**config.mk**
```make
export PLATFORM = sky130hd
export DESIGN_NAME = joystick_calibrate_normalize_core
export DESIGN_NICKNAME = d
export VERILOG_FILES = /design/src/jcal_pkg.sv /design/src/jcal_div.sv /design/src/jcal_dp.sv /design/src/jcal_ctrl.sv /design/src/joystick_calibrate_normalize_core.sv
export SDC_FILE = /design/constraint.sdc
export NUM_CORES = 1
export LEC_CHECK = 0
export ABC_CLOCK_PERIOD_IN_PS = 10600
export BUFFER_PORTS_ARGS = -buffer_cell sky130_fd_sc_hd__buf_2
export CAP_MARGIN = 10
export CORE_UTILIZATION = 62
export CTS_CLUSTER_DIAMETER = 120
export DETAILED_ROUTE_END_ITERATION = 8
export PLACE_DENSITY = 0.88
export SLEW_MARGIN = 15
export SYNTH_ARGS = -nofsm -noshare
export SYNTH_HDL_FRONTEND = slang
export SYNTH_SLANG_ARGS = --single-unit
export TNS_END_PERCENT = 10
```
**constraint.sdc**
```tcl
create_clock -name clk -period 10.6 [get_ports clk]
set_clock_uncertainty 0.2 [all_clocks]
set_input_delay 1.06 -clock clk [delete_from_list [all_inputs] [get_ports clk]]
set_output_delay 1.06 -clock clk [all_outputs]
set_load 0.05 [all_outputs]
```
**src/jcal_pkg.sv**
```systemverilog
// Shared types and constants for the joystick calibration core.
// Used by jcal_div, jcal_dp, jcal_ctrl and the top level.
`timescale 1ns / 1ps
`default_nettype none
package jcal_pkg;
    localparam int ADC_W   = 12;
    localparam int Q15_W   = 16;             // unsigned Q1.15 up to 1.0
    localparam int DB_W    = 15;
    localparam int CMD_W   = 11;
    localparam int PROG_W  = 7;
    localparam int CFG_AW  = 3;
    localparam int CFG_DW  = 15;
    localparam int DIV_NW  = 31;             // dividend / quotient width
    localparam int DIV_DW  = 16;             // divisor width
    localparam int DIV_CW  = 5;
    localparam int IN_DW   = 32;
    localparam int OUT_DW  = 32;
    localparam logic [Q15_W-1:0] Q15_ONE = 16'h8000;

    localparam logic [1:0] ACT_SAMPLE  = 2'd0;
    localparam logic [1:0] ACT_ADVANCE = 2'd1;
    localparam logic [1:0] ACT_CANCEL  = 2'd2;

    localparam logic [1:0] PH_OFF     = 2'd0;
    localparam logic [1:0] PH_RANGE   = 2'd1;
    localparam logic [1:0] PH_CENTER  = 2'd2;
    localparam logic [1:0] PH_CONFIRM = 2'd3;

    localparam logic [CFG_AW-1:0] REG_MIN_X    = 3'd0;
    localparam logic [CFG_AW-1:0] REG_CENTER_X = 3'd1;
    localparam logic [CFG_AW-1:0] REG_MAX_X    = 3'd2;
    localparam logic [CFG_AW-1:0] REG_MIN_Y    = 3'd3;
    localparam logic [CFG_AW-1:0] REG_CENTER_Y = 3'd4;
    localparam logic [CFG_AW-1:0] REG_MAX_Y    = 3'd5;
    localparam logic [CFG_AW-1:0] REG_INVERT   = 3'd6;
    localparam logic [CFG_AW-1:0] REG_DEADBAND = 3'd7;

    typedef struct packed {
        logic load;
        logic avg_wr;
        logic u_start;
        logic u_wr;
        logic v_start;
        logic v_wr;
        logic mul_wr;
        logic out_load;
        logic ax;
    } jcal_cmd_t;

    typedef struct packed {
        logic avg_pend;
        logic div_done;
        logic u_below_db;
        logic out_free;
    } jcal_sts_t;
endpackage
`default_nettype wire

```
**src/jcal_div.sv**
```systemverilog
// Iterative restoring divider, one quotient bit per cycle.
// Depends on jcal_pkg for widths.
`timescale 1ns / 1ps
`default_nettype none
module jcal_div (
    input  wire logic                        clk,
    input  wire logic                        rst_n,
    input  wire logic                        start,
    input  wire logic [jcal_pkg::DIV_NW-1:0] dividend,
    input  wire logic [jcal_pkg::DIV_DW-1:0] divisor,
    output logic                             done,
    output logic [jcal_pkg::DIV_NW-1:0]      quotient
);
    import jcal_pkg::*;

    logic [DIV_NW-1:0] quo_reg;
    logic [DIV_DW-1:0] rem_reg, dsr_reg;
    logic [DIV_CW-1:0] cnt_reg;
    logic              busy_reg, done_reg;
    logic [DIV_DW:0]   trial, diff;
    logic              qbit;

    always_comb
    begin
        trial = {rem_reg, quo_reg[DIV_NW-1]};
        diff  = trial - {1'b0, dsr_reg};
        qbit  = (trial >= {1'b0, dsr_reg});
    end

    always_ff @(posedge clk or negedge rst_n)
    begin
        if (!rst_n)
        begin
            busy_reg <= 1'b0;
            done_reg <= 1'b0;
            cnt_reg  <= '0;
        end
        else
        begin
            done_reg <= 1'b0;
            if (start)
            begin
                busy_reg <= 1'b1;
                cnt_reg  <= '0;
            end
            else if (busy_reg)
            begin
                cnt_reg <= cnt_reg + 1'b1;
                if (cnt_reg == DIV_CW'(DIV_NW - 1))
                begin
                    busy_reg <= 1'b0;
                    done_reg <= 1'b1;
                end
            end
        end
    end

    always_ff @(posedge clk)
    begin
        if (start)
        begin
            quo_reg <= dividend;
            rem_reg <= '0;
            dsr_reg <= divisor;
        end
        else if (busy_reg)
        begin
            quo_reg <= {quo_reg[DIV_NW-2:0], qbit};
            rem_reg <= qbit ? diff[DIV_DW-1:0] : trial[DIV_DW-1:0];
        end
    end

    assign done     = done_reg;
    assign quotient = quo_reg;
endmodule
`default_nettype wire

```
**src/jcal_dp.sv**
```systemverilog
// Datapath: calibration state, configuration registers, axis math, result register.
// Depends on jcal_pkg and jcal_div.
`timescale 1ns / 1ps
`default_nettype none
module jcal_dp #(
    parameter int CENTER_SAMPLES = 64,
    parameter int MIN_SPAN       = 200,
    parameter int CMD_MAX        = 1000
) (
    input  wire logic                        clk,
    input  wire logic                        rst_n,
    input  wire logic                        cfg_we,
    input  wire logic [jcal_pkg::CFG_AW-1:0] cfg_addr,
    input  wire logic [jcal_pkg::CFG_DW-1:0] cfg_wdata,
    input  wire logic [1:0]                  action,
    input  wire logic [jcal_pkg::ADC_W-1:0]  x_count,
    input  wire logic [jcal_pkg::ADC_W-1:0]  y_count,
    input  wire jcal_pkg::jcal_cmd_t         cmd,
    output jcal_pkg::jcal_sts_t              sts,
    input  wire logic                        m_tready,
    output logic                             m_tvalid,
    output logic [jcal_pkg::OUT_DW-1:0]      m_tdata
);
    import jcal_pkg::*;

    localparam int CNT_W = $clog2(CENTER_SAMPLES + 1);
    localparam int SUM_W = ADC_W + CNT_W;
    localparam int MUL_W = Q15_W + $clog2(CMD_MAX + 1);
    localparam logic [CNT_W-1:0] SAMPLES_N = CNT_W'(CENTER_SAMPLES);
    // average by reciprocal multiply, exact for every sum that fits SUM_W
    localparam int AVG_K  = SUM_W + CNT_W;
    localparam int AVG_MW = SUM_W + 2;
    localparam int AVG_PW = SUM_W + AVG_MW;
    localparam logic [AVG_MW-1:0] AVG_M =
        AVG_MW'(((64'd1 << AVG_K) + 64'(CENTER_SAMPLES) - 64'd1) / 64'(CENTER_SAMPLES));

    logic [ADC_W-1:0] dmin_reg [2];
    logic [ADC_W-1:0] dctr_reg [2];
    logic [ADC_W-1:0] dmax_reg [2];
    logic [1:0]       inv_reg;
    logic [DB_W-1:0]  db_reg;

    logic [1:0]       phase_reg;
    logic [ADC_W-1:0] latest_reg [2];
    logic [ADC_W-1:0] wmin_reg [2];
    logic [ADC_W-1:0] wmax_reg [2];
    logic [ADC_W-1:0] wctr_reg [2];
    logic [ADC_W-1:0] smin_reg [2];
    logic [ADC_W-1:0] smax_reg [2];
    logic [ADC_W-1:0] sctr_reg [2];
    logic             present_reg;
    logic [SUM_W-1:0] sum_reg [2];
    logic [CNT_W-1:0] samples_reg;
    logic             avg_pend_reg;
    logic             neg_reg;
    logic [Q15_W-1:0] u_reg, v_reg;
    logic [CMD_W-1:0] cmdx_reg, cmdy_reg;
    logic             mvalid_reg;
    logic [OUT_DW-1:0] mdata_reg;

    logic [ADC_W-1:0] cnt_in [2];
    logic [CNT_W-1:0] samples_inc;
    logic             cal_good;
    logic [AVG_PW-1:0] avg_prod [2];
    logic [ADC_W-1:0] mn, ce, mx, cl;
    logic signed [ADC_W+1:0] sp, sn, mag_s;
    logic [ADC_W-1:0] span, mag;
    logic             neg_c;
    logic             div_start;
    logic [DIV_NW-1:0] div_nd, div_q;
    logic [DIV_DW-1:0] div_dv;
    logic             div_done;
    logic [Q15_W-1:0] u_diff;
    logic [MUL_W-1:0] prod;
    logic [Q15_W-1:0] mag_cmd;
    logic signed [Q15_W:0] cmd_s;

    assign cnt_in[0]   = x_count;
    assign cnt_in[1]   = y_count;
    assign samples_inc = samples_reg + 1'b1;

    always_comb
    begin
        for (int i = 0; i < 2; i++)
            avg_prod[i] = AVG_PW'(sum_reg[i]) * AVG_PW'(AVG_M);
    end

    // min < center < max with enough span, both axes
    always_comb
    begin
        cal_good = 1'b1;
        for (int i = 0; i < 2; i++)
        begin
            if ({2'b0, wmax_reg[i]} < {2'b0, wmin_reg[i]} + (ADC_W+2)'(MIN_SPAN))
                cal_good = 1'b0;
            if (!(wmin_reg[i] < wctr_reg[i] && wctr_reg[i] < wmax_reg[i]))
                cal_good = 1'b0;
        end
    end

    // axis operand selection, clamp and half-span
    always_comb
    begin
        if (present_reg)
        begin
            mn = smin_reg[cmd.ax];
            ce = sctr_reg[cmd.ax];
            mx = smax_reg[cmd.ax];
        end
        else
        begin
            mn = dmin_reg[cmd.ax];
            ce = dctr_reg[cmd.ax];
            mx = dmax_reg[cmd.ax];
        end
        cl = latest_reg[cmd.ax];
        if (cl < mn)
            cl = mn;
        if (cl > mx)
            cl = mx;
        sp = $signed({2'b0, mx}) - $signed({2'b0, ce});
        sn = $signed({2'b0, ce}) - $signed({2'b0, mn});
        if (sp <= 0)
            sp = (ADC_W+2)'(1);
        if (sn <= 0)
            sn = (ADC_W+2)'(1);
        neg_c = (cl < ce);
        mag_s = neg_c ? $signed({2'b0, ce}) - $signed({2'b0, cl})
                      : $signed({2'b0, cl}) - $signed({2'b0, ce});
        mag   = mag_s[ADC_W-1:0];
        span  = neg_c ? sn[ADC_W-1:0] : sp[ADC_W-1:0];
    end

    assign u_diff = u_reg - {1'b0, db_reg};

    always_comb
    begin
        div_start = 1'b0;
        div_nd    = '0;
        div_dv    = '0;
        if (cmd.u_start)
        begin
            div_start = 1'b1;
            div_nd    = DIV_NW'({mag, 15'b0});
            div_dv    = DIV_DW'(span);
        end
        else if (cmd.v_start && !sts.u_below_db)
        begin
            div_start = 1'b1;
            div_nd    = DIV_NW'({u_diff, 15'b0});
            div_dv    = Q15_ONE - {1'b0, db_reg};
        end
    end

    jcal_div u_div (
        .clk      (clk),
        .rst_n    (rst_n),
        .start    (div_start),
        .dividend (div_nd),
        .divisor  (div_dv),
        .done     (div_done),
        .quotient (div_q)
    );

    assign prod    = v_reg * MUL_W'(CMD_MAX);
    assign mag_cmd = Q15_W'(prod >> 15);
    assign cmd_s   = (neg_reg ^ inv_reg[cmd.ax]) ? -$signed({1'b0, mag_cmd})
                                                 : $signed({1'b0, mag_cmd});

    // configuration registers, calibration phase and sample count, and the result handshake
    always_ff @(posedge clk or negedge rst_n)
    begin
        if (!rst_n)
        begin
            dmin_reg[0]  <= '0;
            dctr_reg[0]  <= ADC_W'(2048);
            dmax_reg[0]  <= ADC_W'(4095);
            dmin_reg[1]  <= '0;
            dctr_reg[1]  <= ADC_W'(2048);
            dmax_reg[1]  <= ADC_W'(4095);
            inv_reg      <= '0;
            db_reg       <= DB_W'(1638);
            phase_reg    <= PH_OFF;
            latest_reg[0] <= ADC_W'(2048);
            latest_reg[1] <= ADC_W'(2048);
            present_reg  <= 1'b0;
            samples_reg  <= '0;
            avg_pend_reg <= 1'b0;
            mvalid_reg   <= 1'b0;
        end
        else
        begin
            if (cfg_we)
            begin
                unique case (cfg_addr)
                    REG_MIN_X:    dmin_reg[0] <= cfg_wdata[ADC_W-1:0];
                    REG_CENTER_X: dctr_reg[0] <= cfg_wdata[ADC_W-1:0];
                    REG_MAX_X:    dmax_reg[0] <= cfg_wdata[ADC_W-1:0];
                    REG_MIN_Y:    dmin_reg[1] <= cfg_wdata[ADC_W-1:0];
                    REG_CENTER_Y: dctr_reg[1] <= cfg_wdata[ADC_W-1:0];
                    REG_MAX_Y:    dmax_reg[1] <= cfg_wdata[ADC_W-1:0];
                    REG_INVERT:   inv_reg     <= cfg_wdata[1:0];
                    REG_DEADBAND: db_reg      <= cfg_wdata;
                    default: ;
                endcase
            end
            if (cmd.load)
            begin
                case (action)
                    ACT_SAMPLE:
                    begin
                        latest_reg[0] <= x_count;
                        latest_reg[1] <= y_count;
                        if (phase_reg == PH_CENTER)
                        begin
                            samples_reg <= samples_inc;
                            if (samples_inc >= SAMPLES_N)
                            begin
                                phase_reg    <= PH_CONFIRM;
                                avg_pend_reg <= 1'b1;
                            end
                        end
                    end
                    ACT_ADVANCE:
                    begin
                        if (phase_reg == PH_OFF)
                            phase_reg <= PH_RANGE;
                        else if (phase_reg == PH_RANGE)
                        begin
                            samples_reg <= '0;
                            phase_reg   <= PH_CENTER;
                        end
                        else if (phase_reg == PH_CONFIRM)
                        begin
                            if (cal_good)
                            begin
                                present_reg <= 1'b1;
                                phase_reg   <= PH_OFF;
                            end
                            else
                                phase_reg <= PH_RANGE;
                        end
                    end
                    ACT_CANCEL:
                        phase_reg <= PH_OFF;
                    default: ;
                endcase
            end
            if (cmd.avg_wr)
                avg_pend_reg <= 1'b0;
            if (cmd.out_load)
                mvalid_reg <= 1'b1;
            else if (m_tready)
                mvalid_reg <= 1'b0;
        end
    end

    // calibration payload and axis math
    always_ff @(posedge clk)
    begin
        if (cmd.load)
        begin
            if (action == ACT_SAMPLE)
            begin
                for (int i = 0; i < 2; i++)
                begin
                    if (phase_reg == PH_RANGE)
                    begin
                        if (cnt_in[i] < wmin_reg[i])
                            wmin_reg[i] <= cnt_in[i];
                        if (cnt_in[i] > wmax_reg[i])
                            wmax_reg[i] <= cnt_in[i];
                    end
                    else if (phase_reg == PH_CENTER)
                        sum_reg[i] <= sum_reg[i] + SUM_W'(cnt_in[i]);
                end
            end
            else if (action == ACT_ADVANCE)
            begin
                for (int i = 0; i < 2; i++)
                begin
                    // open range capture from the last counts seen
                    if (phase_reg == PH_OFF ||
                        (phase_reg == PH_CONFIRM && !cal_good))
                    begin
                        wmin_reg[i] <= latest_reg[i];
                        wmax_reg[i] <= latest_reg[i];
                        wctr_reg[i] <= latest_reg[i];
                    end
                    else if (phase_reg == PH_RANGE)
                        sum_reg[i] <= '0;
                    else if (phase_reg == PH_CONFIRM)
                    begin
                        smin_reg[i] <= wmin_reg[i];
                        smax_reg[i] <= wmax_reg[i];
                        sctr_reg[i] <= wctr_reg[i];
                    end
                end
            end
        end
        if (cmd.avg_wr)
        begin
            for (int i = 0; i < 2; i++)
                wctr_reg[i] <= avg_prod[i][AVG_K +: ADC_W];
        end
        if (cmd.u_start)
            neg_reg <= neg_c;
        if (cmd.u_wr)
            u_reg <= (div_q > DIV_NW'(Q15_ONE)) ? Q15_ONE : div_q[Q15_W-1:0];
        if (cmd.v_start && sts.u_below_db)
            v_reg <= '0;
        if (cmd.v_wr)
            v_reg <= div_q[Q15_W-1:0];
        if (cmd.mul_wr)
        begin
            if (cmd.ax)
                cmdy_reg <= cmd_s[CMD_W-1:0];
            else
                cmdx_reg <= cmd_s[CMD_W-1:0];
        end
        if (cmd.out_load)
            mdata_reg <= {PROG_W'(samples_reg), present_reg, phase_reg, cmdy_reg, cmdx_reg};
    end

    always_comb
    begin
        sts.avg_pend   = avg_pend_reg;
        sts.div_done   = div_done;
        sts.u_below_db = (u_reg < {1'b0, db_reg});
        sts.out_free   = !mvalid_reg || m_tready;
    end

    assign m_tvalid = mvalid_reg;
    assign m_tdata  = mdata_reg;
endmodule
`default_nettype wire

```
**src/jcal_ctrl.sv**
```systemverilog
// Controller: sequences item load, center averaging, per-axis divides and result.
// Depends on jcal_pkg.
`timescale 1ns / 1ps
`default_nettype none
module jcal_ctrl (
    input  wire logic                clk,
    input  wire logic                rst_n,
    input  wire logic                s_tvalid,
    output logic                     s_tready,
    input  wire jcal_pkg::jcal_sts_t sts,
    output jcal_pkg::jcal_cmd_t      cmd
);
    import jcal_pkg::*;

    typedef enum logic [3:0] {
        S_IDLE, S_AVG_S, S_U_S, S_U_W, S_V_S, S_V_W, S_MUL, S_OUT
    } state_t;

    state_t state_reg, state_next;
    logic   ax_reg, ax_next;

    always_comb
    begin
        state_next = state_reg;
        ax_next    = ax_reg;
        cmd        = '0;
        cmd.ax     = ax_reg;
        s_tready   = 1'b0;
        unique case (state_reg)
            S_IDLE:
            begin
                s_tready = 1'b1;
                if (s_tvalid)
                begin
                    cmd.load   = 1'b1;
                    ax_next    = 1'b0;
                    state_next = S_AVG_S;
                end
            end
            S_AVG_S:
            begin
                // store both center averages once capture has completed
                if (sts.avg_pend)
                    cmd.avg_wr = 1'b1;
                ax_next    = 1'b0;
                state_next = S_U_S;
            end
            S_U_S:
            begin
                cmd.u_start = 1'b1;
                state_next  = S_U_W;
            end
            S_U_W:
            begin
                if (sts.div_done)
                begin
                    cmd.u_wr   = 1'b1;
                    state_next = S_V_S;
                end
            end
            S_V_S:
            begin
                // inside the deadband the command is zero, skip the divide
                cmd.v_start = 1'b1;
                state_next  = sts.u_below_db ? S_MUL : S_V_W;
            end
            S_V_W:
            begin
                if (sts.div_done)
                begin
                    cmd.v_wr   = 1'b1;
                    state_next = S_MUL;
                end
            end
            S_MUL:
            begin
                cmd.mul_wr = 1'b1;
                ax_next    = 1'b1;
                state_next = ax_reg ? S_OUT : S_U_S;
            end
            S_OUT:
            begin
                if (sts.out_free)
                begin
                    cmd.out_load = 1'b1;
                    state_next   = S_IDLE;
                end
            end
            default: state_next = S_IDLE;
        endcase
    end

    always_ff @(posedge clk or negedge rst_n)
    begin
        if (!rst_n)
        begin
            state_reg <= S_IDLE;
            ax_reg    <= 1'b0;
        end
        else
        begin
            state_reg <= state_next;
            ax_reg    <= ax_next;
        end
    end
endmodule
`default_nettype wire

```
**src/joystick_calibrate_normalize_core.sv**
```systemverilog
// Top level of the joystick calibration and normalization core.
// Depends on jcal_pkg, jcal_ctrl and jcal_dp.
//
//  channel  direction  contents
//  s_*      in         action, x_count, y_count
//  m_*      out        cmd_x, cmd_y, cal_phase_out, user_cal_active, center_progress
//  cfg_*    in         register index and write data, no read-back
//
// One item at a time. A plain item runs two divides per axis plus control
// states. An axis inside the deadband skips its second divide, so with both
// axes inside it an item runs one divide per axis. The single shared divider
// sets the item time; the center averages are computed by reciprocal multiply.
// Reset is asynchronous; the core is ready for items as soon as it is released.
// A result waits in the output register; the next item is taken meanwhile.
`timescale 1ns / 1ps
`default_nettype none
module joystick_calibrate_normalize_core #(
    parameter int CENTER_SAMPLES = 64,
    parameter int MIN_SPAN       = 200,
    parameter int CMD_MAX        = 1000
) (
    input  wire logic                        clk,
    input  wire logic                        rst_n,
    input  wire logic                        cfg_we,
    input  wire logic [jcal_pkg::CFG_AW-1:0] cfg_addr,
    input  wire logic [jcal_pkg::CFG_DW-1:0] cfg_wdata,
    input  wire logic                        s_tvalid,
    output logic                             s_tready,
    // [1:0] action, [13:2] x_count, [25:14] y_count, [31:26] zero
    input  wire logic [jcal_pkg::IN_DW-1:0]  s_tdata,
    output logic                             m_tvalid,
    input  wire logic                        m_tready,
    // [10:0] cmd_x, [21:11] cmd_y, [23:22] cal_phase_out,
    // [24] user_cal_active, [31:25] center_progress
    output logic [jcal_pkg::OUT_DW-1:0]      m_tdata
);
    import jcal_pkg::*;

    jcal_cmd_t cmd;
    jcal_sts_t sts;

    jcal_ctrl u_ctrl (
        .clk      (clk),
        .rst_n    (rst_n),
        .s_tvalid (s_tvalid),
        .s_tready (s_tready),
        .sts      (sts),
        .cmd      (cmd)
    );

    jcal_dp #(
        .CENTER_SAMPLES (CENTER_SAMPLES),
        .MIN_SPAN       (MIN_SPAN),
        .CMD_MAX        (CMD_MAX)
    ) u_dp (
        .clk       (clk),
        .rst_n     (rst_n),
        .cfg_we    (cfg_we),
        .cfg_addr  (cfg_addr),
        .cfg_wdata (cfg_wdata),
        .action    (s_tdata[1:0]),
        .x_count   (s_tdata[13:2]),
        .y_count   (s_tdata[25:14]),
        .cmd       (cmd),
        .sts       (sts),
        .m_tready  (m_tready),
        .m_tvalid  (m_tvalid),
        .m_tdata   (m_tdata)
    );

`ifndef SYNTHESIS
    a_out_free: assert property (@(posedge clk) disable iff (!rst_n)
        cmd.out_load |-> (!m_tvalid || m_tready))
        else $error("result loaded over an unread item");
    a_one_item: assert property (@(posedge clk) disable iff (!rst_n)
        (s_tvalid && s_tready) |=> !s_tready)
        else $error("second item taken while one is in work");
    a_one_cmd: assert property (@(posedge clk) disable iff (!rst_n)
        $onehot0({cmd.load, cmd.avg_wr, cmd.u_start, cmd.v_start, cmd.mul_wr,
                  cmd.out_load}))
        else $error("conflicting datapath commands");
`endif
endmodule
`default_nettype wire

```
* After elaboration in Yosys (flattened, before gate mapping)
Memory sizes are Yosys's and may differ from the RTL's.
Cells that the tools add are included.
** Word-level totals
- Input bits :: 55
- Logic and storage cells :: 298
- Bits in writable memories :: 182
- Output and inout port bits :: 34
- Memories kept :: 7
- Bits in registers :: 287
** Cells by class
- Equal/unequal tests :: 29
- Bitwise operators :: 14
- Reductions and logical operators :: 42
- $add $sub $neg :: 14
- Order comparisons :: 21
- $mul :: 1
- Muxes and demuxes :: 140
** Memory list
- u_dp.sum_reg :: words 2, bits a word 19, rd ports 2, clocked after memory_dff 0, wr ports 2, line jcal_dp.sv:52 : logic [SUM_W-1:0] sum_reg [2];
- u_dp.sctr_reg :: words 2, bits a word 12, rd ports 1, clocked after memory_dff 0, wr ports 2, line jcal_dp.sv:50 : logic [ADC_W-1:0] sctr_reg [2];
- u_dp.smax_reg :: words 2, bits a word 12, rd ports 1, clocked after memory_dff 0, wr ports 2, line jcal_dp.sv:49 : logic [ADC_W-1:0] smax_reg [2];
- u_dp.smin_reg :: words 2, bits a word 12, rd ports 1, clocked after memory_dff 0, wr ports 2, line jcal_dp.sv:48 : logic [ADC_W-1:0] smin_reg [2];
- u_dp.wctr_reg :: words 2, bits a word 12, rd ports 2, clocked after memory_dff 0, wr ports 2, line jcal_dp.sv:47 : logic [ADC_W-1:0] wctr_reg [2];
- u_dp.wmax_reg :: words 2, bits a word 12, rd ports 2, clocked after memory_dff 0, wr ports 2, line jcal_dp.sv:46 : logic [ADC_W-1:0] wmax_reg [2];
- 1 more memories
** Operator list (number)
- $mux W12 :: 29
- $mux W31 :: 4
- $lt A12 B12 Y1 :: 8
- $mux W1 :: 81
- $mux W16 :: 3
- $add A19 B12 Y19 :: 2
- $mux W19 :: 2
- $gt A12 B12 Y1 :: 3
- $pmux W4 S8 :: 1
- $gt A31 B16 Y1 const B :: 1
- $lt A12 B14 Y1 :: 2
- $add A12 B8 Y13 const B :: 2
- $le A13 B1 Y1 const B :: 2
- $sub A12 B12 Y13 :: 2
- $reduce_and A2 Y1 :: 12
- $sub A12 B12 Y12 :: 2
- $mul A16 B7 Y23 const B :: 1
- $mux W7 :: 3
- $ge A17 B16 Y1 :: 1
- $eq A4 B3 Y1 const B :: 4
- $lt A16 B15 Y1 :: 1
- $mux W4 :: 4
- $reduce_bool A2 Y1 :: 8
- $sub A16 B15 Y16 :: 1
- other kinds (41) :: 82

* Longest topological paths before layout
Gate-level depths: netlist (run 1).
An unclocked memory read counts as a cell.
- Depth in word-level cells :: 16
- Gate-level depth with buffers :: 34
- Gate-level depth less buffers :: 30

* Cells and area by module
A second synthesis (run 1) with hierarchy kept.
** Second synthesis, totals
- Cells, all modules :: 2539
- Area, all modules :: 29739.8 um2
** Modules (own cells, without submodules)
- jcal_dp :: sequential area each 11188.2 um2, cells each 2179, area each 25725.9 um2, instances 1
- jcal_div :: sequential area each 1906.8 um2, cells each 321, area each 3694.8 um2, instances 1
- jcal_ctrl :: sequential area each 100.1 um2, cells each 39, area each 319.1 um2, instances 1

* Worst setup path before layout (run 1)
OpenSTA, ideal clock, no wires.
- Path type :: flip-flop to flip-flop
- Start :: register u_ctrl.ax_reg
- End :: register u_dp.u_div.quo_reg[25] (netlist: u_dp.u_div.quotient[25]), data pin
- Data required time :: 10.139 ns
- Stages on the path, launching flop included :: 33
- Setup time :: 0.261 ns
- Slack :: 2.332 ns
- Clock period less this slack :: 8.268 ns
- Arrival time :: 7.808 ns
- Path buffers :: 6
- Cell sequence :: dfrtp_1 > buf_4 > buf_2 > buf_1 > clkbuf_1 > mux2_2 > ha_1 > and4_1 > o311a_1 > a221o_1 > a211oi_4 > clkbuf_1 > nor2_1 > a21oi_1 > ha_1 > a21o_1 > a21o_1 > a211oi_1 > a21o_1 > buf_1 > nand2_1 > o21ai_0 > ha_1 > a21o_1 > a21o_1 > a2111oi_0 > o21ai_1 > mux2_2 > a311oi_1 > o21ai_0 > a21oi_1 > xnor2_1 > a221o_1
** On the way
- Word-level cells in the longest chain between the ends :: 13
- Elaborated cells between the ends (all ways) :: 29
- Classes of those cells :: add/sub: 2; order compare: 3; mux: 20; bitwise: 1; memory: 3
** RTL lines
- from (decl) :: line jcal_ctrl.sv:20 : logic ax_reg, ax_next;
- from (signal assigned) :: line jcal_ctrl.sv:103 : ax_reg <= ax_next;
- $not A1 Y2 (not written as such)
- $mux W12 (not written as such) (3 in series) :: line jcal_dp.sv:112 : mn = dmin_reg[cmd.ax];
- $mux W12 :: line jcal_dp.sv:104 : if (present_reg)
- $lt A12 B12 Y1 :: line jcal_dp.sv:117 : if (cl < mn)
- $mux W12 :: line jcal_dp.sv:117
- $gt A12 B12 Y1 :: line jcal_dp.sv:119 : if (cl > mx)
- $mux W12 :: line jcal_dp.sv:119
- $sub A12 B12 Y12, or another cell as far along :: line jcal_dp.sv:129 : : $signed({2'b0, cl}) - $signed({2'b0, ce});
- $mux W12 (*) :: line jcal_dp.sv:128 : mag_s = neg_c ? $signed({2'b0, ce}) - $signed({2'b0, cl})
- $mux W31 (*) :: line jcal_dp.sv:141 : if (cmd.u_start)
- $mux W31 (*) :: line jcal_div.sv:60 : if (start)
- to (signal assigned) :: line jcal_div.sv:62 : quo_reg <= dividend;
- to (signal assigned) :: line jcal_div.sv:68 : quo_reg <= {quo_reg[DIV_NW-2:0], qbit};
- to (decl) :: line jcal_div.sv:16 : logic [DIV_NW-1:0] quo_reg;
Every way passes the cells marked *; elsewhere a longest branch is shown, timed or not. The select of a mux whose other input is x is not followed.
A chain may end at the register's enable or synchronous reset.

* Worst setup path in the final report (run 1)
Same ends and word-level chain as after synthesis.

==> results.cfg, run 1 <==
[placed_design]
numPortBuffers = 82
place.gp.congestion = 0.941
dp_hpwl_mm = 55.2

[power]
leakagePower_nw = 13.4
combPwrFrac = 0.254
peakVddDrop_mv = 0.134
p_switching_mw = 1.58
p_per_area_nw_per_um2 = 161
power_frac_clock = 0.339
p_seq_frac = 0.406
intPower_mw = 3.55
p_sw_frac = 0.308

[timing]
fmax_mhz = 103
timing.final.crit_period_ns = 9.75
worst_slew_pin_slew_ns = 1.19
rsz0062_at_grt = false
tns_ns = 0
maxSlewHeadroom = 0.205
period_share = 0.919
setup_viol = 0
fin_hold_ws_ns = 0.220
drv_slew = 0
hold_viol_final = 0

[layout]
fillerInstances = 3096
seq_area_sq_um = 13200
final_cell_mix = edfxtp_1 (314), ha_1 (293), inv_1 (214)
multiInputGateArea_sq_um = 14900
largest_reg_flops = 36
finalNetCount = 2974
layout-drive-gt1-share = 0.175
area_growth_pct = 9.46
final_common_cell = edfxtp_1

[drt]
wl_mm = 73.5
ant_nets = 0
viasPerCell = 6.41
drt_iter0_markers = 1865
vias = 20500
drc = 0
wl_per_cell_um = 22.9
dr.pass1.iters = 5

[clock_tree]
cts_resized = 0
clock_path_buffers = 3
clock_sinks = 466
numCtsBuffers = 49
worstSkewPairLatency_ns = 0.62
cts_setup_buffers = 0
h-tree-depth = 2
cts_tree = done
cts-hold-fix-buffers = 0
clkTransAtPathRegs_ns = 0.06
cts-root-buf = clkbuf_16

[critical_path]
crit_arrival_ns = 9.92
cp_max_fo = 25
cp_data_required_time_ns = 10.77
crit_type = reg2reg
timing.critical_path.to_type = register
cp-start-kind = register

[synth]
synth-compound-area-share = 0.102
yosys.area_share.adder = 0.168
synth_ff_type = edfxtp_1
ys_warn_count = 0
syn_area_per_cell_sq_um = 11.7
synth-simple-area-share = 0.0987
synth_top_family_by_area = adder cells
seq_area_frac_synth = 0.454
syn-num-nets = 2887
syn_inst = 2478
synth_xor_area_frac = 0.0395
synthArstFlopShare = 0.292
synthMuxAreaShare = 0.100
synth_area_sq_um = 29100
synth_edf_count = 314
synth_seq_cells = 466
synth_cell_type_count = 79

[global_routing]
grt-ovfl-total = 0
grt_pass1_vias = 21100
met1_usage = 0.379
met3_usage = 0.0491
grt_antenna_before_repair = 1
grt_pass1_wl_mm = 115
grt.total_usage = 0.312
top_usage_layer = met2
grt_max_degree = 100
grt_util_met2 = 0.544

[floorplan]
coreArea_sq_um = 45800
die_w_um = 219
die_area_sq_um = 47800
ioPinCount = 89
initial_core_util = 0.635
die_h_um = 219
core.rowCount = 78

[worst_hold_path]
hold_class = reg2reg

[run_status]
status = completed

[job]
drv_cap = 0
[through the flow]
stage | utilization | cell area (sq um) | cells | power (mW) | worst slack [ns]
2_1_floorplan | - | 29100 | 2478 | 3.02 | 2.33
3_3_place_gp | 0.660 | 30200 | 3114 | 3.34 | 1.08
3_5_place_dp | 0.660 | 30200 | 3114 | 3.39 | 0.995
4_1_cts | 0.695 | 31800 | 3205 | 5.12 | 0.960
5_1_grt | 0.695 | 31800 | 3205 | 5.34 | 0.430
6_report | 0.695 | 31800 | 3206 | 5.14 | 0.855
[critical path, cell delays in order (launching register included)]
cell,delay [ns]
dfrtp_2,0.90
buf_4,0.42
mux2_2,0.44
ha_1,0.33
and4_1,0.30
o311a_1,0.17
a221o_1,0.37
a211oi_4,0.74
nor2_1,0.11
a21oi_1,0.23
ha_1,0.29
a21o_1,0.17
a21o_1,0.18
a211oi_1,0.57
a21o_1,0.57
o21ai_0,0.26
ha_1,0.42
a21o_1,0.22
a21o_1,0.21
a2111oi_0,0.49
o21ai_1,0.45
mux2_2,0.41
a311oi_1,0.30
o21ai_0,0.12
a21oi_1,0.18
xnor2_1,0.13
a221o_1,0.30
[cell families (layout without fill, tap and decap cells)]
group | Yosys count | count (layout)
mux | 226 | 226
flops | 466 | 466
compound gates | 452 | 452
fa+ha+maj | 354 | 354
other cells | 0 | 1
simple gates | 565 | 565
buf+inv | 284 | 411
xor+xnor | 131 | 131
[power by group through the flow]
stage               Combinational, mW  Clock (mW)  Sequential, mW
global placement                 1.23           0            2.11
CTS                              1.28        1.76            2.08
detailed placement               1.27           0            2.12
floorplan                       0.928           0            2.10
finish                           1.31        1.74            2.09
global route                     1.42        1.82            2.09
[layout make-up]
cell class	instances	share of cell area
tap	600	0.0236
clock buffer	64	0.0425
inverter	215	0.0254
timing repair buffer	105	0.0185
clock inverter	27	0.00826
multi-input combinational	1728	0.467
sequential	466	0.415
antenna	1	0.0000786
[routing by layer]
layer,vias up,part of all wire
li1,9257,-
met1,10300,0.39
met2,818,0.50
met3,205,0.062
met4,0,0.046
met5,-,0
[final timing paths]
path / startpoint / end / slack, ns / cells past startpoint
hold reg to reg: u_dp.cmdx_reg[10]$_DFFE_PP_ / u_dp.m_tdata[10]$_DFFE_PP_ / 0.22 / 0
setup reg to reg: u_ctrl.ax_reg$_DFFE_PN0P_ / u_dp.u_div.quotient[25]$_DFFE_PP_ / 0.85 / 26
setup / recovery: u_ctrl.ax_reg$_DFFE_PN0P_ / u_dp.u_div.quotient[25]$_DFFE_PP_ / 0.85 / 26
max in group asynchronous: rst_n / u_dp.u_div.busy_reg$_DFF_PN0_ / 8.69 / 2
hold / removal: u_dp.cmdx_reg[10]$_DFFE_PP_ / u_dp.m_tdata[10]$_DFFE_PP_ / 0.22 / 0
min in group asynchronous: rst_n / u_ctrl.state_reg[1]$_DFFE_PN0P_ / 0.35 / 1
[synth_stat cells, types with 6 or more instances]
| cell | n | area [sq um] |
|---|---|---|
| o21a_1 | 16 | 120 |
| nand2_1 | 108 | 405 |
| a31oi_1 | 17 | 106 |
| xnor2_1 | 87 | 762 |
| o31ai_1 | 7 | 52.6 |
| mux2_2 | 174 | 1960 |
| and2_1 | 57 | 357 |
| xor2_1 | 44 | 385 |
| a221o_1 | 11 | 110 |
| a22o_1 | 6 | 52.6 |
| nor2b_1 | 37 | 231 |
| a22oi_1 | 8 | 60.1 |
| dfxtp_1 | 16 | 320 |
| and3_1 | 14 | 87.6 |
| o211ai_1 | 11 | 82.6 |
| a211oi_1 | 23 | 173 |
| or3_1 | 12 | 75.1 |
| inv_1 | 214 | 803 |
| nor2_1 | 139 | 522 |
| or2_2 | 9 | 56.3 |
| o221ai_1 | 8 | 70.1 |
| nand3_1 | 30 | 150 |
| buf_1 | 7 | 26.3 |
| nor3b_1 | 8 | 60.1 |
| a21oi_1 | 117 | 586 |
| dfstp_2 | 34 | 893 |
| nor3_1 | 45 | 225 |
| clkbuf_1 | 55 | 206 |
| nor4_1 | 16 | 100 |
| o21ai_0 | 101 | 505 |
| mux2i_1 | 16 | 160 |
| nand2b_1 | 34 | 213 |
| ha_1 | 293 | 3670 |
| a21o_1 | 55 | 413 |
| fa_1 | 61 | 1220 |
| nand4_1 | 38 | 238 |
| edfxtp_1 | 314 | 9430 |
| dfrtp_1 | 102 | 2550 |
| mux4_2 | 35 | 788 |
Note: power is estimated with default switching activity, not from simulation.
==> run 2: changes to the inputs <==
--- a/config.mk
+++ b/config.mk
@@ -7,8 +7,9 @@
 export LEC_CHECK = 0
 export ABC_CLOCK_PERIOD_IN_PS = 10600
 export BUFFER_PORTS_ARGS = -buffer_cell sky130_fd_sc_hd__buf_2
-export CAP_MARGIN = 10
+export CAP_MARGIN = 20
 export CORE_UTILIZATION = 62
+export CTS_BUF_LIST = sky130_fd_sc_hd__clkbuf_16
 export CTS_CLUSTER_DIAMETER = 120
 export DETAILED_ROUTE_END_ITERATION = 8
 export PLACE_DENSITY = 0.88
==> run 2 against run 1 <==
Effect of this change: register-to-register slack got worse by 0.02 ns; largest cell class unchanged; global-route usage is 0.26 points higher; worst setup slack lost 0.017 ns; worst hold slack is essentially flat; sequential share of layout area barely moved; via count about the same; final cell count about the same; maximum frequency decreased by 0.17%; clock power decreased by 3%; first-iteration DRC count fell by 6.0%; total power is 0.86% lower; count of clock-buffer cells in the layout fell by 14.
==> results.cfg, run 2 (synthesized netlist as in run 1, its figures left out) <==
[timing]
timing.final.ws_setup_ns = 0.838
drv_slew = 0
timing.final.crit_period_ns = 9.76
hold_viol_final = 0
maxSlewHeadroom = 0.301
period_share = 0.921
setup_viol = 0
tns_ns = 0
fmax_mhz = 102
rsz0062_at_grt = false
worst_slew_pin_slew_ns = 1.05
fin_hold_ws_ns = 0.220

[power]
p_sw_frac = 0.311
intPower_mw = 3.51
leakagePower_nw = 13.5
p_seq_frac = 0.410
peakVddDrop_mv = 0.134
power_frac_clock = 0.332
combPwrFrac = 0.257
p_per_area_nw_per_um2 = 160
fin_total_pwr_mw = 5.09
p_switching_mw = 1.58

[critical_path]
cp-start-kind = register
timing.critical_path.to_type = register
cp_data_required_time_ns = 10.77
crit_type = reg2reg
critPathLaunch = u_ctrl.ax_reg$_DFFE_PN0P_
cp_max_fo = 25
r2r_start = u_ctrl.ax_reg$_DFFE_PN0P_
crit_arrival_ns = 9.93

[placed_design]
dp_hpwl_mm = 55.2
dp_slack_ns = 0.995
place.gp.congestion = 0.941
place_area_sq_um = 30200
numPortBuffers = 82
placed_cells = 3114

[layout]
finalNetCount = 2977
num_antenna_cells = 0
final_cell_mix = edfxtp_1 (314), ha_1 (293), inv_1 (223)
layout-drive-gt1-share = 0.174
area_growth_pct = 9.38
final_common_cell = edfxtp_1
fillerInstances = 3091
finalNonFillerCells = 3208
postLayoutCellArea_sq_um = 31800
largest_reg_flops = 36
post-route-util = 0.695

[clock_tree]
cts_tree = done
clock_sinks = 466
numCtsBuffers = 49
cts-hold-fix-buffers = 0
cts_setup_buffers = 0
clkTransAtPathRegs_ns = 0.06
worstSkewPairLatency_ns = 0.62
cts_resized = 0
clock_path_buffers = 3
h-tree-depth = 2
cts-root-buf = clkbuf_16

[floorplan]
ioPinCount = 89
core.rowCount = 78
die_h_um = 219
coreArea_sq_um = 45800
die_w_um = 219
initial_core_util = 0.635
die_area_sq_um = 47800

[drt]
wl_mm = 73.8
wl_per_cell_um = 23.0
dr.pass1.iters = 5
vias = 20500
drc = 0
ant_nets = 0
viasPerCell = 6.40
drt_iter0_markers = 1754

[global_routing]
grt_max_degree = 100
grt_antenna_before_repair = 1
grt-ovfl-total = 0
grt_pass1_wl_mm = 115
grt.total_usage = 0.314
grt_pass1_vias = 21300

[worst_hold_path]
hold_class = reg2reg
min-delay-start = u_dp.cmdx_reg[10]$_DFFE_PP_

[job]
drv_cap = 0

[run_status]
status = completed
run 2: cell types whose count changed in the layout (fill, tap and decap cells not counted):
cell / previous run / this run
clkbuf_1: 9 / 0
buf_4: 23 / 24
inv_1: 214 / 223
buf_6: 1 / 3
clkinv_1: 3 / 8
diode_2: 1 / 0
clkbuf_8: 5 / 0
run 2: path summary, 6_finish.rpt:
kind,endpoint,slack (ns),depth (start not counted)
worst max register to register,u_dp.u_div.quotient[25]$_DFFE_PP_,0.84,26
worst min register to register,u_dp.m_tdata[10]$_DFFE_PP_,0.22,0
max in group asynchronous,u_dp.u_div.busy_reg$_DFF_PN0_,8.68,2
worst max-delay path,u_dp.u_div.quotient[25]$_DFFE_PP_,0.84,26
worst min-delay path,u_dp.m_tdata[10]$_DFFE_PP_,0.22,0
min in group asynchronous,u_ctrl.state_reg[1]$_DFFE_PN0P_,0.38,1
run 2: metal layers:
metal	wire length, um	track usage	vias up
met3	4490	0.0466	228
met2	37100	0.548	808
li1	-	-	9259
met5	14	0	-
met4	3750	0.159	2
met1	28500	0.378	10200
run 2: final cells by class:
class	instances	area, sq um	area share
inverter	215	807	0.0254
sequential	466	13200	0.415
clock buffer	50	1250	0.0393
tap	600	751	0.0236
clock inverter	41	315	0.00991
multi-input combinational	1728	14900	0.467
timing repair buffer	108	619	0.0195
run 2: worst max-delay path: stages (launching register included):
cell	delay [ns]
dfrtp_2	0.89
buf_4	0.41
mux2_2	0.43
ha_1	0.32
and4_1	0.30
o311a_1	0.17
a221o_1	0.37
a211oi_4	0.73
nor2_1	0.11
a21oi_1	0.24
ha_1	0.29
a21o_1	0.17
a21o_1	0.18
a211oi_1	0.60
a21o_1	0.57
o21ai_0	0.25
ha_1	0.41
a21o_1	0.22
a21o_1	0.21
a2111oi_0	0.51
o21ai_1	0.46
mux2_2	0.41
a311oi_1	0.30
o21ai_0	0.13
a21oi_1	0.18
xnor2_1	0.13
a221o_1	0.30
run 2: power groups by stage:
stage | Sequential [mW] | Combinational (mW) | Clock, mW
6_report | 2.09 | 1.31 | 1.69
5_1_grt | 2.10 | 1.42 | 1.78
2_1_floorplan | 2.10 | 0.928 | 0
3_5_place_dp | 2.12 | 1.27 | 0
4_1_cts | 2.09 | 1.28 | 1.71
3_3_place_gp | 2.11 | 1.23 | 0
